[config.mk]
export PLATFORM = sky130hd
export DESIGN_NAME = nrcst_cell
export DESIGN_NICKNAME = d
export VERILOG_FILES = /design/src/design/nrcst_pkg.sv /design/src/design/nrcst_cell.sv
export SDC_FILE = /design/constraint.sdc
export NUM_CORES = 1
export LEC_CHECK = 0
export BUFFER_PORTS_ARGS = -buffer_cell sky130_fd_sc_hd__buf_2
export CORE_AREA = 2 2 146 219
export DETAILED_ROUTE_END_ITERATION = 12
export DIE_AREA = 0 0 148 221
export PLACE_DENSITY = 0.8
export SETUP_SLACK_MARGIN = 0.2
export SLEW_MARGIN = 10
export SYNTH_ARGS = -nofsm -noshare
export SYNTH_HDL_FRONTEND = slang
export SYNTH_SLANG_ARGS = --single-unit
[constraint.sdc]
create_clock -name clock -period 21.5 [get_ports clock]
set_input_delay 2.15 -clock clock [delete_from_list [all_inputs] [get_ports clock]]
set_output_delay 2.15 -clock clock [all_outputs]
set_load 0.02 [all_outputs]
[src/design/nrcst_pkg.sv]
`timescale 1ns / 1ps
package nrcst_pkg;

   typedef enum logic [1:0] {
      FUNC_STEER = 2'd0,
      FUNC_SET   = 2'd1,
      FUNC_CLEAR = 2'd2,
      FUNC_NONE  = 2'd3
   } func_type;

   typedef enum logic [1:0] {
      ST_IDLE,
      ST_EVAL,
      ST_RESOLVE
   } state_type;

   localparam logic [7:0] ACT_LITTLE  = 8'd1;
   localparam logic [7:0] ACT_SEVEN   = 8'd2;
   localparam logic [7:0] ACT_MIDDLE  = 8'd3;
   localparam logic [7:0] CPU_MAX     = 8'd7;
   localparam logic [7:0] CPU_SEVEN   = 8'd7;
   localparam logic [7:0] MIDDLE_BASE = 8'd4;

   localparam int REQ_DATA_W = 144;
   localparam int RSP_DATA_W = 16;
   localparam int RAW_BYTES  = 16;

   // Broadcast from the controller to every cell.
   typedef struct packed {
      logic eval;
      logic write;
      logic clear;
      logic steer_ok;
      logic eq_any;
   } ctrl_type;

   // Priority information handed from one cell to the next.
   typedef struct packed {
      logic       hit_seen;
      logic [7:0] hit_kind;
      logic       eq_seen;
      logic       free_seen;
   } link_type;

   function automatic logic [7:0] mod3(input logic [2:0] v);
      logic [7:0] r;
      case (v)
         3'd0: r = 8'd0;
         3'd1: r = 8'd1;
         3'd2: r = 8'd2;
         3'd3: r = 8'd0;
         3'd4: r = 8'd1;
         3'd5: r = 8'd2;
         3'd6: r = 8'd0;
         3'd7: r = 8'd1;
         default: r = 8'd0;
      endcase
      return r;
   endfunction

endpackage

[src/design/nrcst_cell.sv]
`timescale 1ns / 1ps
module nrcst_cell #(
   parameter int NAME_BYTES = 16
) (
   input  logic                      clock,
   input  logic                      reset,
   input  nrcst_pkg::ctrl_type       ctrl,
   input  logic [NAME_BYTES*8-1:0]   item_name,
   input  logic [7:0]                item_action,
   input  nrcst_pkg::link_type       link_prev,
   output nrcst_pkg::link_type       link_next
);

   logic                    valid_ff, valid_in;
   logic [NAME_BYTES*8-1:0] name_ff, name_in;
   logic [7:0]              kind_ff, kind_in;
   logic                    hit_ff, hit_in;
   logic                    eq_ff, eq_in;
   logic                    free_ff, free_in;
   logic                    found;
   logic                    wr_sel;

   always_comb begin
      logic all_ok;
      logic [7:0] nb;
      found = 1'b0;
      for (int s = 0; s < NAME_BYTES; s++) begin
         all_ok = 1'b1;
         for (int k = 0; k < NAME_BYTES; k++) begin
            nb = name_ff[8*k +: 8];
            if (nb != 8'd0) begin
               if (s + k < NAME_BYTES) begin
                  if (item_name[8*((s + k) % NAME_BYTES) +: 8] != nb) begin
                     all_ok = 1'b0;
                  end
               end else begin
                  all_ok = 1'b0;
               end
            end
         end
         found = found | all_ok;
      end
   end

   assign wr_sel = ctrl.write &&
      (ctrl.eq_any ? (eq_ff && !link_prev.eq_seen) : (free_ff && !link_prev.free_seen));

   always_comb begin
      hit_in   = hit_ff;
      eq_in    = eq_ff;
      free_in  = free_ff;
      valid_in = valid_ff;
      name_in  = name_ff;
      kind_in  = kind_ff;
      if (ctrl.eval) begin
         hit_in  = valid_ff && ctrl.steer_ok && (name_ff[7:0] != 8'd0) && found;
         eq_in   = valid_ff && (name_ff == item_name);
         free_in = !valid_ff;
      end
      if (ctrl.clear) begin
         valid_in = 1'b0;
      end else if (wr_sel) begin
         valid_in = 1'b1;
         name_in  = item_name;
         kind_in  = item_action;
      end
   end

   always_ff @(posedge clock) begin
      if (reset) begin
         valid_ff <= 1'b0;
      end else begin
         valid_ff <= valid_in;
      end
   end

   always_ff @(posedge clock) begin
      name_ff <= name_in;
      kind_ff <= kind_in;
      hit_ff  <= hit_in;
      eq_ff   <= eq_in;
      free_ff <= free_in;
   end

   always_comb begin
      link_next.hit_seen  = link_prev.hit_seen | hit_ff;
      link_next.hit_kind  = (!link_prev.hit_seen && hit_ff) ? kind_ff : link_prev.hit_kind;
      link_next.eq_seen   = link_prev.eq_seen | eq_ff;
      link_next.free_seen = link_prev.free_seen | free_ff;
   end

endmodule

==> reports/metrics.cfg, run 1 <==
[sta]
period_minus_slack_ns = 5.27
tightest_slew_ns = 1.09
rsz0062_at_grt = false
finalSetupViolations = 0
maxSlewViolCount = 0
hold_viol = 0
slew_headroom_pct = 27.0
fmax_mhz = 190
hold_ws_ns = 0.595
layout_setup_ws_ns = 16.23
final.setup.tns_ns = 0
clock_skew_ns = 0.00812
post-route-period-util_pct = 24.5

[floorplanning]
die-area_sq_mm = 0.0327
start_util_pct = 59.4
die_w_microns = 148
core-area_sq_mm = 0.0308
die_h_microns = 221
rows = 79
io_pins = 165

[place]
place_area_sq_mm = 0.0186
port_buffers = 164
dp_cells = 2389
place_congestion = 1.11
dp_slack_ns = 16.23
dp_hpwl_microns = 52300

[critical_path]
r2r_setup_slack_ns = 17.74
cp-end-kind = output port
path_cells = buf_2 > nand2b_1 > mux2_2 > buf_2
endpoint = link_next[5]
reg2reg_depth = 9
crit_slowest_cell = mux2_2
timing.rr.start = name_ff[32]$_DFFE_PP_
crit_path_frequent_cell = buf_2
crit_required_ns = 19.35
cp-start-kind = primary input
worst_ep_arrival_time_ns = 3.12
crit_start = link_prev[10]
cp_max_fo = 8
r2r-end = hit_ff$_DFFE_PP_
critPathMaxStageDelay_ns = 0.39
worstSetupPathType = in2out

[synthesis]
synth_most_common_cell = xnor2_1
synth_cell_types = 44
syn_area_per_cell_sq_um = 8.86
synthTopCellsByCount = 848 x xnor2_1, 240 x xor2_1, 228 x nand4_1
ys_async_sr_fraction_pct = 0
synth_area_leaders = xnor2_1 41%, edfxtp_1 23%, xor2_1 11%, nand4_1 7.8%, buf_2 4.1%
synthCells = 2065
post_synth_instance_area_sq_mm = 0.0183
synthFlopType = edfxtp_1
ys_seq_area_share_pct = 22.9
ys_ff_latch = 140
synth_nets = 2219
yosysTopAreaCell = xnor2_1
yosysTopAreaCellShare_pct = 40.6
synth_edf_count = 139
ys.warnings.count = 0

[clock_network]
cts_resized = 0
postCtsSetupRepairBufs = 0
clock-sinks = 140
cts_tree = done
cts.path.max_buffers = 2
clkSlewWorstSetupHoldPaths_ns = 0.07
cts_root_buf = clkbuf_16
cts_buffers = 17
holdBufCountCts = 0
clk_latency_ns = 0.47
h-tree-depth = 4

[layout]
final_cell_area_sq_mm = 0.0192
fill_cells = 2631
multi_input_area_sq_mm = 0.0128
final_cells = 2423
nets = 2157
drive_above_1_share_pct = 12.3
postLayoutCoreUtil_pct = 62.4
syn2layout_area_growth_pct = 5.07
register_area_sq_mm = 0.00419

[power]
switching_share_pct = 34.0
p_int_mw = 0.585
clkPwrFrac_pct = 35.3
pwr-share-seq_pct = 37.0
total_power_mw = 0.886
peakVddDrop_uv = 48.1
p_comb_share_pct = 27.8
power_density_mw_per_mm2 = 46.1
leakage_nw = 5.62
p_switching_mw = 0.301

[routing]
postRouteAntennaNets = 0
first_pass_iters = 8
drtIter0Drc = 2286
wl_per_cell_microns = 32.6
num_vias = 17200
routed_wirelength_microns = 79100
drc = 0
vias_per_cell = 7.09

[hold_path]
worstHoldPathType = reg2reg

[outcome]
outcome = finished, final reports clean

[global_route]
grt_pass1_wl_microns = 113000
overflow = 0
grt_pass1_vias = 16700
track_usage_pct = 47.6
antenna_found_initial = 4
grt_max_degree = 78

[flow_run]
maxCapViolCount = 0

==> state kept, by name (all words and copies together), names as in the netlist <==
name	cells
name_ff	128
valid_ff	1
hit_ff	1
eq_ff	1
kind_ff	8
free_ff	1
==> cells by family after synthesis <==
family / Yosys count / synth area share, %
multiplexers: 8 / 0.492
AO/OA/AOI/OAI: 139 / 4.27
XOR/XNOR: 1088 / 52.1
flip-flops: 140 / 22.9
AND/OR/NAND/NOR: 407 / 13.3
buffers and inverters: 283 / 6.97
==> power groups by stage <==
stage	combinational [mW]	sequential [mW]	clock, mW
floorplan	0.189	0.318	0
global placement	0.229	0.332	0
detailed placement	0.237	0.332	0
CTS	0.238	0.326	0.308
global route	0.257	0.327	0.320
finish	0.246	0.327	0.312
==> metal layers <==
layer / vias up / GRT usage [%] / part of all wire (%)
met3: 633 / 13.8 / 13
met1: 8116 / 52.8 / 32
li1: 6843 / - / -
met5: - / 0 / 0
met4: 0 / 42.5 / 12
met2: 1591 / 73.3 / 44
==> cells in the final DEF (no fill, tap or decap), types with 6 or more instances in the layout <==
| cell type | instances |
|---|---|
| nand4_1 | 228 |
| or4_1 | 7 |
| o2111ai_1 | 6 |
| clkbuf_16 | 17 |
| buf_2 | 164 |
| nor2_1 | 23 |
| o21ai_0 | 95 |
| nor3_1 | 10 |
| nor4_1 | 93 |
| a21oi_1 | 19 |
| xor2_1 | 240 |
| xnor2_1 | 848 |
| buf_4 | 36 |
| nand2_1 | 28 |
| mux2_2 | 8 |
| edfxtp_1 | 139 |
==> cell type report <==
class	count	share of cell area, %
multi-input combinational	1642	66.8
sequential	140	21.8
timing repair buffer	200	5.67
tap	405	2.63
clock buffer	19	2.25
clock inverter	13	0.794
inverter	2	0.0390
antenna	2	0.0260
==> critical path: cells and delay by family <==
kind,cells,cell delay (ns)
simple gates,1,0.34
mux,1,0.39
buf+inv,2,0.24
==> worst min path at each step <==
stage | depth (start not counted) | slack (ns) | startpoint | to
3_5_place_dp | 1 | 0.56 | valid_ff$_SDFFE_PP0P_ | free_ff$_DFFE_PP_
2_1_floorplan | 2 | 0.46 | valid_ff$_SDFFE_PP0P_ | valid_ff$_SDFFE_PP0P_
5_1_grt | 1 | 0.61 | valid_ff$_SDFFE_PP0P_ | free_ff$_DFFE_PP_
4_1_cts | 2 | 0.59 | valid_ff$_SDFFE_PP0P_ | valid_ff$_SDFFE_PP0P_
6_report | 2 | 0.59 | valid_ff$_SDFFE_PP0P_ | valid_ff$_SDFFE_PP0P_
3_3_place_gp | 1 | 0.56 | valid_ff$_SDFFE_PP0P_ | free_ff$_DFFE_PP_
Power figures use the tool's default switching activity.
==> run 2, diff against run 1 <==
- clock period: 21.5 -> 5.35 ns (I/O delays scaled with it)
==> run 2 against run 1 <==
  * Sequential power grew to 4.0 times the previous value
  * Sequential share of layout area is essentially flat
  * Via count shrank 0.58%
  * Worst hold slack lost 0.36 ns
  * Clock-buffer cell count shrank 2
  * Die area is the same
  * Clock skew grew 0.0023 ns
  * Critical path type is now reg2reg
  * Largest cell class unchanged
==> reports/metrics.cfg, run 2 (synthesized netlist as in run 1, its figures left out) <==
[critical_path]
crit_slowest_cell = edfxtp_1
cp-end-kind = register
cp_max_fo = 16
crit_required_ns = 5.64
timing.rr.start = name_ff[12]$_DFFE_PP_
critPathMaxStageDelay_ns = 0.86
r2r_setup_slack_ns = 1.64
r2r-end = hit_ff$_DFFE_PP_
worst_ep_arrival_time_ns = 4.01
reg2reg_depth = 9
worstSetupPathType = reg2reg
cp-start-kind = register
path_cells = or4_4 > nor2_4 > a21oi_1 > nor4_1 > nand2_1 > nor3_1 > o2111a_1 > o31ai_1 > o311ai_1
crit_family = simple AND/OR/NAND/NOR gates
path_buf_inv = 0

[routing]
drc = 0
routed_wirelength_microns = 85900
wl_per_cell_microns = 35.5
first_pass_iters = 9
num_vias = 17100
postRouteAntennaNets = 0
drtIter0Drc = 2496
vias_per_cell = 7.06

[clock_network]
h-tree-depth = 4
clk_latency_ns = 0.48
cts_tree = done
cts_root_buf = clkbuf_16
cts_buffers = 17
cts_resized = 0
holdBufCountCts = 0
clock-sinks = 140
cts.path.max_buffers = 2
clkSlewWorstSetupHoldPaths_ns = 0.07
postCtsSetupRepairBufs = 0

[place]
port_buffers = 164
dp_slack_ns = 1.71
dp_hpwl_microns = 56800
place_congestion = 1.09

[sta]
clock_skew_ns = 0.0104
rsz0062_at_grt = false
tightest_slew_ns = 1.19
period_minus_slack_ns = 3.71
layout_setup_ws_ns = 1.64
post-route-period-util_pct = 69.4
maxSlewViolCount = 0
final.setup.tns_ns = 0
fmax_mhz = 269
finalSetupViolations = 0
slew_headroom_pct = 21.0
hold_viol = 0

[hold_path]
hold_path_end = kind_ff[6]$_DFFE_PP_
worstHoldPathType = in2reg
hold_path_depth = 1
hold_start = item_action[6]

[global_route]
grt_pass1_wl_microns = 121000
grt_pass1_vias = 16800
antenna_found_initial = 1
track_usage_pct = 52.2
grt_max_degree = 137
overflow = 0

[power]
leakage_nw = 5.63
power_density_mw_per_mm2 = 191
peakVddDrop_uv = 209

[outcome]
outcome = finished, final reports clean

[layout]
final_cell_mix = 848 x xnor2_1, 240 x xor2_1, 228 x nand4_1
largest_register = name_ff
largest_reg_flops = 128
drive_above_1_share_pct = 12.2
final_common_cell = xnor2_1
syn2layout_area_growth_pct = 5.19
nets = 2154
reg_top3 = name_ff x128, kind_ff x8

[flow_run]
maxCapViolCount = 0

[floorplanning]
rows = 79
die_w_microns = 148
io_pins = 165
core-area_sq_mm = 0.0308
die_h_microns = 221
die-area_sq_mm = 0.0327
start_util_pct = 59.4

-- run 2: cell count changes in the layout (fill, tap and decap cells not counted), moves of 2 or more --
cell,delta
inv_8,+3
buf_4,-4
clkinv_4,-2
clkinvlp_4,-2
clkinv_8,+2
clkbuf_1,-2
-- run 2: final cells by class --
type / count / area [sq um]
Multi-Input combinational cell: 1642 / 12800
Antenna cell: 1 / 2.50
Sequential cell: 140 / 4190
Inverter: 2 / 7.51
Fill cell: 2635 / 11600
Clock buffer: 17 / 425
Timing Repair Buffer: 197 / 1080
Clock inverter: 15 / 194
Tap cell: 405 / 507
-- run 2: per-layer routing --
layer | GRT usage [%] | wire length, microns
met1 | 59.3 | 27700
met5 | 0 | 0
met4 | 43.1 | 9520
met3 | 20.1 | 12600
met2 | 76.8 | 36100
-- run 2: per-stage QoR --
stage | hold WS, ns | std cells | instance area [sq um] | power, mW | util, %
2_1_floorplan | 0.463 | 2065 | 18300 | 2.03 | -
3_3_place_gp | 0.587 | 2386 | 18600 | 2.32 | 60.4
3_5_place_dp | 0.567 | 2386 | 18600 | 2.34 | 60.4
4_1_cts | 0.230 | 2418 | 19300 | 3.62 | 62.4
5_1_grt | 0.230 | 2418 | 19300 | 3.75 | 62.4
6_report | 0.233 | 2419 | 19300 | 3.68 | 62.4
-- run 2: worst register-to-register path, cell delays in order, from the launching register on --
cell and delay, ns:
edfxtp_1 0.86, or4_4 0.74, nor2_4 0.48, a21oi_1 0.11
nor4_1 0.63, nand2_1 0.11, nor3_1 0.24, o2111a_1 0.21
o31ai_1 0.07, o311ai_1 0.09
-- run 2: worst max path at each step --
stage,slack (ns),startpoint,cells past startpoint,end
2_1_floorplan,0.52,link_prev[1],3,kind_ff[0]$_DFFE_PP_
3_3_place_gp,1.79,name_ff[17]$_DFFE_PP_,9,hit_ff$_DFFE_PP_
3_5_place_dp,1.71,name_ff[17]$_DFFE_PP_,9,hit_ff$_DFFE_PP_
4_1_cts,1.72,name_ff[17]$_DFFE_PP_,9,hit_ff$_DFFE_PP_
5_1_grt,1.38,name_ff[17]$_DFFE_PP_,9,hit_ff$_DFFE_PP_
6_report,1.64,name_ff[12]$_DFFE_PP_,9,hit_ff$_DFFE_PP_
-- run 2: power by group --
part / switching (mW) / internal, mW
clock network: 0.588 / 0.713
registers: 0.0806 / 1.24
logic: 0.639 / 0.416
total: 1.31 / 2.37
==> run 3, diff against run 2 <==
- ABC_AREA: unset -> 1
- CORE_AREA: 2 2 146 219 -> 2 2 160 240
- DIE_AREA: 0 0 148 221 -> 0 0 162 242
- PLACE_DENSITY: 0.8 -> 0.79
- clock period: 5.35 -> 3.3 ns (I/O delays scaled with it)
==> run 3 against run 2 <==
  * Synthesized cell count increased by 53%
  * Area after synthesis increased by 14%
  * The run now fails in global routing
==> reports/metrics.cfg, run 3 <==
[outcome]
outcome = did not finish
haltStage = global routing
first-error = [ERROR GRT-0116] Global routing finished with congestion. Check the congestion regions in the DRC Viewer.

[clock_network]
holdBufCountCts = 0
cts.path.max_buffers = 2
h-tree-depth = 4
cts_buffers = 17
clock-sinks = 140
cts_root_buf = clkbuf_16

[synthesis]
synth_nets = 3318
synth_area_leaders = nand2_1 21%, xnor2_1 21%, edfxtp_1 20%, nand4_1 6.6%, xor2_1 6.0%
synthCells = 3164
ys_ff_latch = 140
synthFlopType = edfxtp_1
yosysTopAreaCell = nand2_1
synth_most_common_cell = nand2_1
yosysTopAreaCellShare_pct = 21.1
synthTopCellsByCount = 1177 x nand2_1, 501 x xnor2_1, 222 x nand4_1
syn_area_per_cell_sq_um = 6.62
ys.warnings.count = 0
synth_edf_count = 139
ys_async_sr_fraction_pct = 0
ys_seq_area_share_pct = 20.0
post_synth_instance_area_sq_mm = 0.0209
synth_cell_types = 45

[place]
dp_hpwl_microns = 98100
port_buffers = 164
dp_slack_ns = -0.155
place_congestion = 1.21

[global_route]
grt_max_degree = 36
track_usage_pct = 80.6
overflow = 440
grt_pass1_vias = 28300
grt_pass1_wl_microns = 235000

[floorplanning]
die_h_microns = 242
rows = 87
die_w_microns = 162
io_pins = 165
start_util_pct = 56.3

-- run 3: changes by cell type after synthesis, moves of 46 or more --
cell,previous run,this run
clkbuf_1,109,25
nand2_1,28,1177
nand3_1,3,86
inv_1,2,141
xnor2_1,848,501
buf_6,1,47
nor2_1,24,201
o21ai_0,95,30
nor4_1,93,47
xor2_1,240,143
-- run 3: cell families after synthesis --
logic type                count (synthesis)  synth area share (%)
DFF                                     140                  20.0
AOI/OAI and AO/OA                        91                  2.74
muxes                                     8                 0.430
and+or+nand+nor                        1810                  37.7
buffers and inverters                   470                  12.1
xor gates and xnor gates                645                  27.0
-- run 3: per-layer routing --
metal  track usage, %  GRT overflow
met1             83.8             1
met2             94.8           248
met3             65.8             1
met4             79.0           190
met5             17.4             0
-- run 3: timing repair --
| action | 4_1_cts |
|---|---|
| pin swaps | 0 |
| setup buffers | 4 |
| gates resized for setup | 1 |
| endpoints found under the setup margin | 1 |
-- run 3: through the flow --
| step | instance area, sq um | cells | setup TNS [ns] |
|---|---|---|---|
| 2_1_floorplan | 21000 | 3164 | -124.29 |
| 3_3_place_gp | 22200 | 3746 | -0.167 |
| 3_5_place_dp | 22200 | 3746 | -0.155 |
| 4_1_cts | 22800 | 3782 | 0 |
==> run 4, diff against run 3 <==
- CORE_AREA: 2 2 160 240 -> 2 2 232 234
- DIE_AREA: 0 0 162 242 -> 0 0 234 236
- PLACE_DENSITY: 0.79 -> unset
- PLACE_DENSITY_LB_ADDON: unset -> 0.15
- SETUP_SLACK_MARGIN: 0.2 -> unset
- clock period: 3.3 -> 4.3 ns (I/O delays scaled with it)
==> run 4 against run 3 <==
  * The flow now finishes, with violations (capacitance limit)
  * Synthesized cell count did not move
  * Area after synthesis did not move
==> reports/metrics.cfg, run 4 <==
[place]
dp_hpwl_microns = 97400
place_congestion = 1.11
port_buffers = 164

[sta]
fmax_mhz = 247
period_minus_slack_ns = 4.06
hold_ws_ns = 0.0774
finalSetupViolations = 0
rsz0062_at_grt = false
post-route-period-util_pct = 94.3
slew_headroom_pct = 0.0761
clock_skew_ns = 0.0233
maxSlewViolCount = 0
hold_viol = 0
tightest_slew_ns = 1.49

[synthesis]
ys_async_sr_fraction_pct = 0
yosysTopAreaCellShare_pct = 21.1
yosys-mux-area-fraction_pct = 0.430
synthCells = 3164
yosysTopAreaCell = nand2_1
synth-simple-area-share_pct = 37.7
synth_compound_area_share_pct = 2.74
ys_seq_area_share_pct = 20.0
ys_ff_latch = 140
synth_most_common_cell = nand2_1
synth_cell_types = 45
ys.warnings.count = 0
synth_top_family_by_area = simple AND/OR/NAND/NOR gates
synth_edf_count = 139
synth_xor_area_share_pct = 27.0
synth_nets = 3318
synthTopCellsByCount = 1177 x nand2_1, 501 x xnor2_1, 222 x nand4_1
post_synth_instance_area_sq_mm = 0.0209
syn_area_per_cell_sq_um = 6.62
synthFlopType = edfxtp_1
synth_area_leaders = nand2_1 21%, xnor2_1 21%, edfxtp_1 20%, nand4_1 6.6%, xor2_1 6.0%
yosys.area_share.adder_pct = 0

[routing]
vias_per_cell = 6.14
drc = 0
drtIter0Drc = 3709
routed_wirelength_microns = 130000
postRouteAntennaNets = 0
wl_per_cell_microns = 33.9
num_vias = 23700
first_pass_iters = 7

[critical_path]
path_cells = inv_2 > nand2_1 > nand4_1 > nor4_1 > nor2_1 > a2111oi_2 > nand2_1 > a21oi_2
cp-start-kind = register
crit_required_ns = 4.67
critPathMaxStageDelay_ns = 1.31
worstSetupPathType = reg2reg
crit_slowest_cell = nor4_1
worst_ep_arrival_time_ns = 4.42
crit_path_frequent_cell = nand2_1
r2r_setup_slack_ns = 0.24
cp_max_fo = 15
timing.rr.start = name_ff[16]$_DFFE_PP_
reg2reg_depth = 8
r2r-end = hit_ff$_DFFE_PP_
path_buf_inv = 1
cp-end-kind = register
crit_family = simple AND/OR/NAND/NOR gates
crit_start = name_ff[16]$_DFFE_PP_

[layout]
postLayoutCoreUtil_pct = 41.4
syn2layout_area_growth_pct = 5.02
drive_above_1_share_pct = 12.0
nets = 3294
final_common_cell = nand2_1
largest_register = name_ff
final_cell_mix = 1176 x nand2_1, 501 x xnor2_1, 222 x nand4_1
largest_reg_flops = 128
fill_cells = 5680
reg_top3 = name_ff x128, kind_ff x8

[global_route]
overflow = 0
grt_pass1_vias = 22200
grt_pass1_wl_microns = 177000
track_usage_pct = 46.8
antenna_found_initial = 3
grt_max_degree = 62

[clock_network]
cts.path.max_buffers = 2
h-tree-depth = 4
cts_resized = 0
postCtsSetupRepairBufs = 0
clock-sinks = 140
clkSlewWorstSetupHoldPaths_ns = 0.08
cts_root_buf = clkbuf_16
holdBufCountCts = 0
cts_tree = done
clk_latency_ns = 0.52
cts_buffers = 17

[outcome]
violations = capacitance limit
outcome = finished with violations

[power]
power_density_mw_per_mm2 = 227
peakVddDrop_uv = 293
leakage_nw = 9.05

[hold_path]
hold_path_end = valid_ff$_SDFFE_PP0P_
hold_start = reset
worstHoldPathType = in2reg
hold_path_depth = 2

[floorplanning]
rows = 85
io_pins = 165
die-area_sq_mm = 0.0552
core-area_sq_mm = 0.0531
start_util_pct = 39.5
die_h_microns = 236
die_w_microns = 234

[flow_run]
maxCapViolCount = 1

==> run 4: cell counts after synthesis <==
No cell type changed its count.
==> run 4: routing by layer <==
metal / GRT usage (%) / routed length [microns] / up-vias / part of all wire, %
li1: - / - / 10000 / -
met1: 54.8 / 45400 / 11100 / 35
met2: 70.6 / 56200 / 1980 / 43
met3: 10.5 / 14200 / 551 / 11
met4: 43.1 / 14600 / 2 / 11
met5: 0 / 13 / - / 0.010
==> run 4: per-stage QoR <==
step	cell area (sq um)	TNS [ns]	worst slack, ns	std cells	total power [mW]
3_3_place_gp	21400	0	0.503	3817	3.33
4_1_cts	22000	0	0.512	3849	4.90
2_1_floorplan	21000	-2.84	-0.0209	3164	2.69
5_1_grt	22000	0	0.348	3849	5.09
3_5_place_dp	21400	0	0.531	3817	3.34
6_report	22000	0	0.245	3851	4.98
==> run 4: area by class of cell <==
cell class / count / area [sq um] / area share (%)
inverters: 207 / 843 / 3.83
multi-input cells: 2554 / 14200 / 64.7
well taps: 696 / 871 / 3.96
repair buffers: 220 / 1270 / 5.76
clock buffers: 18 / 429 / 1.95
diodes: 2 / 5.00 / 0.0228
clock inverters: 14 / 148 / 0.671
flip-flops and latches: 140 / 4190 / 19.1
==> run 4: logic make-up (layout without fill, tap and decap cells) <==
logic type	count (synthesis)	in the layout
simple gates	1810	1810
mux	8	8
other cells	0	2
buf+inv	470	459
flops	140	140
compound gates	91	91
xor+xnor	645	645
==> run 4: where the power goes <==
part | internal [mW] | switching [mW] | total (mW)
combinational | 0.529 | 1.18 | 1.71
clock | 0.815 | 0.766 | 1.58
sequential | 1.55 | 0.137 | 1.69
total | 2.90 | 2.09 | 4.98
==> run 4: worst max-delay path by stage <==
stage / end / cells after the start
after CTS: hit_ff$_DFFE_PP_ / 8
after detailed placement: hit_ff$_DFFE_PP_ / 8
after global routing: hit_ff$_DFFE_PP_ / 8
after global placement: hit_ff$_DFFE_PP_ / 8
final: hit_ff$_DFFE_PP_ / 8
after floorplan: kind_ff[0]$_DFFE_PP_ / 3
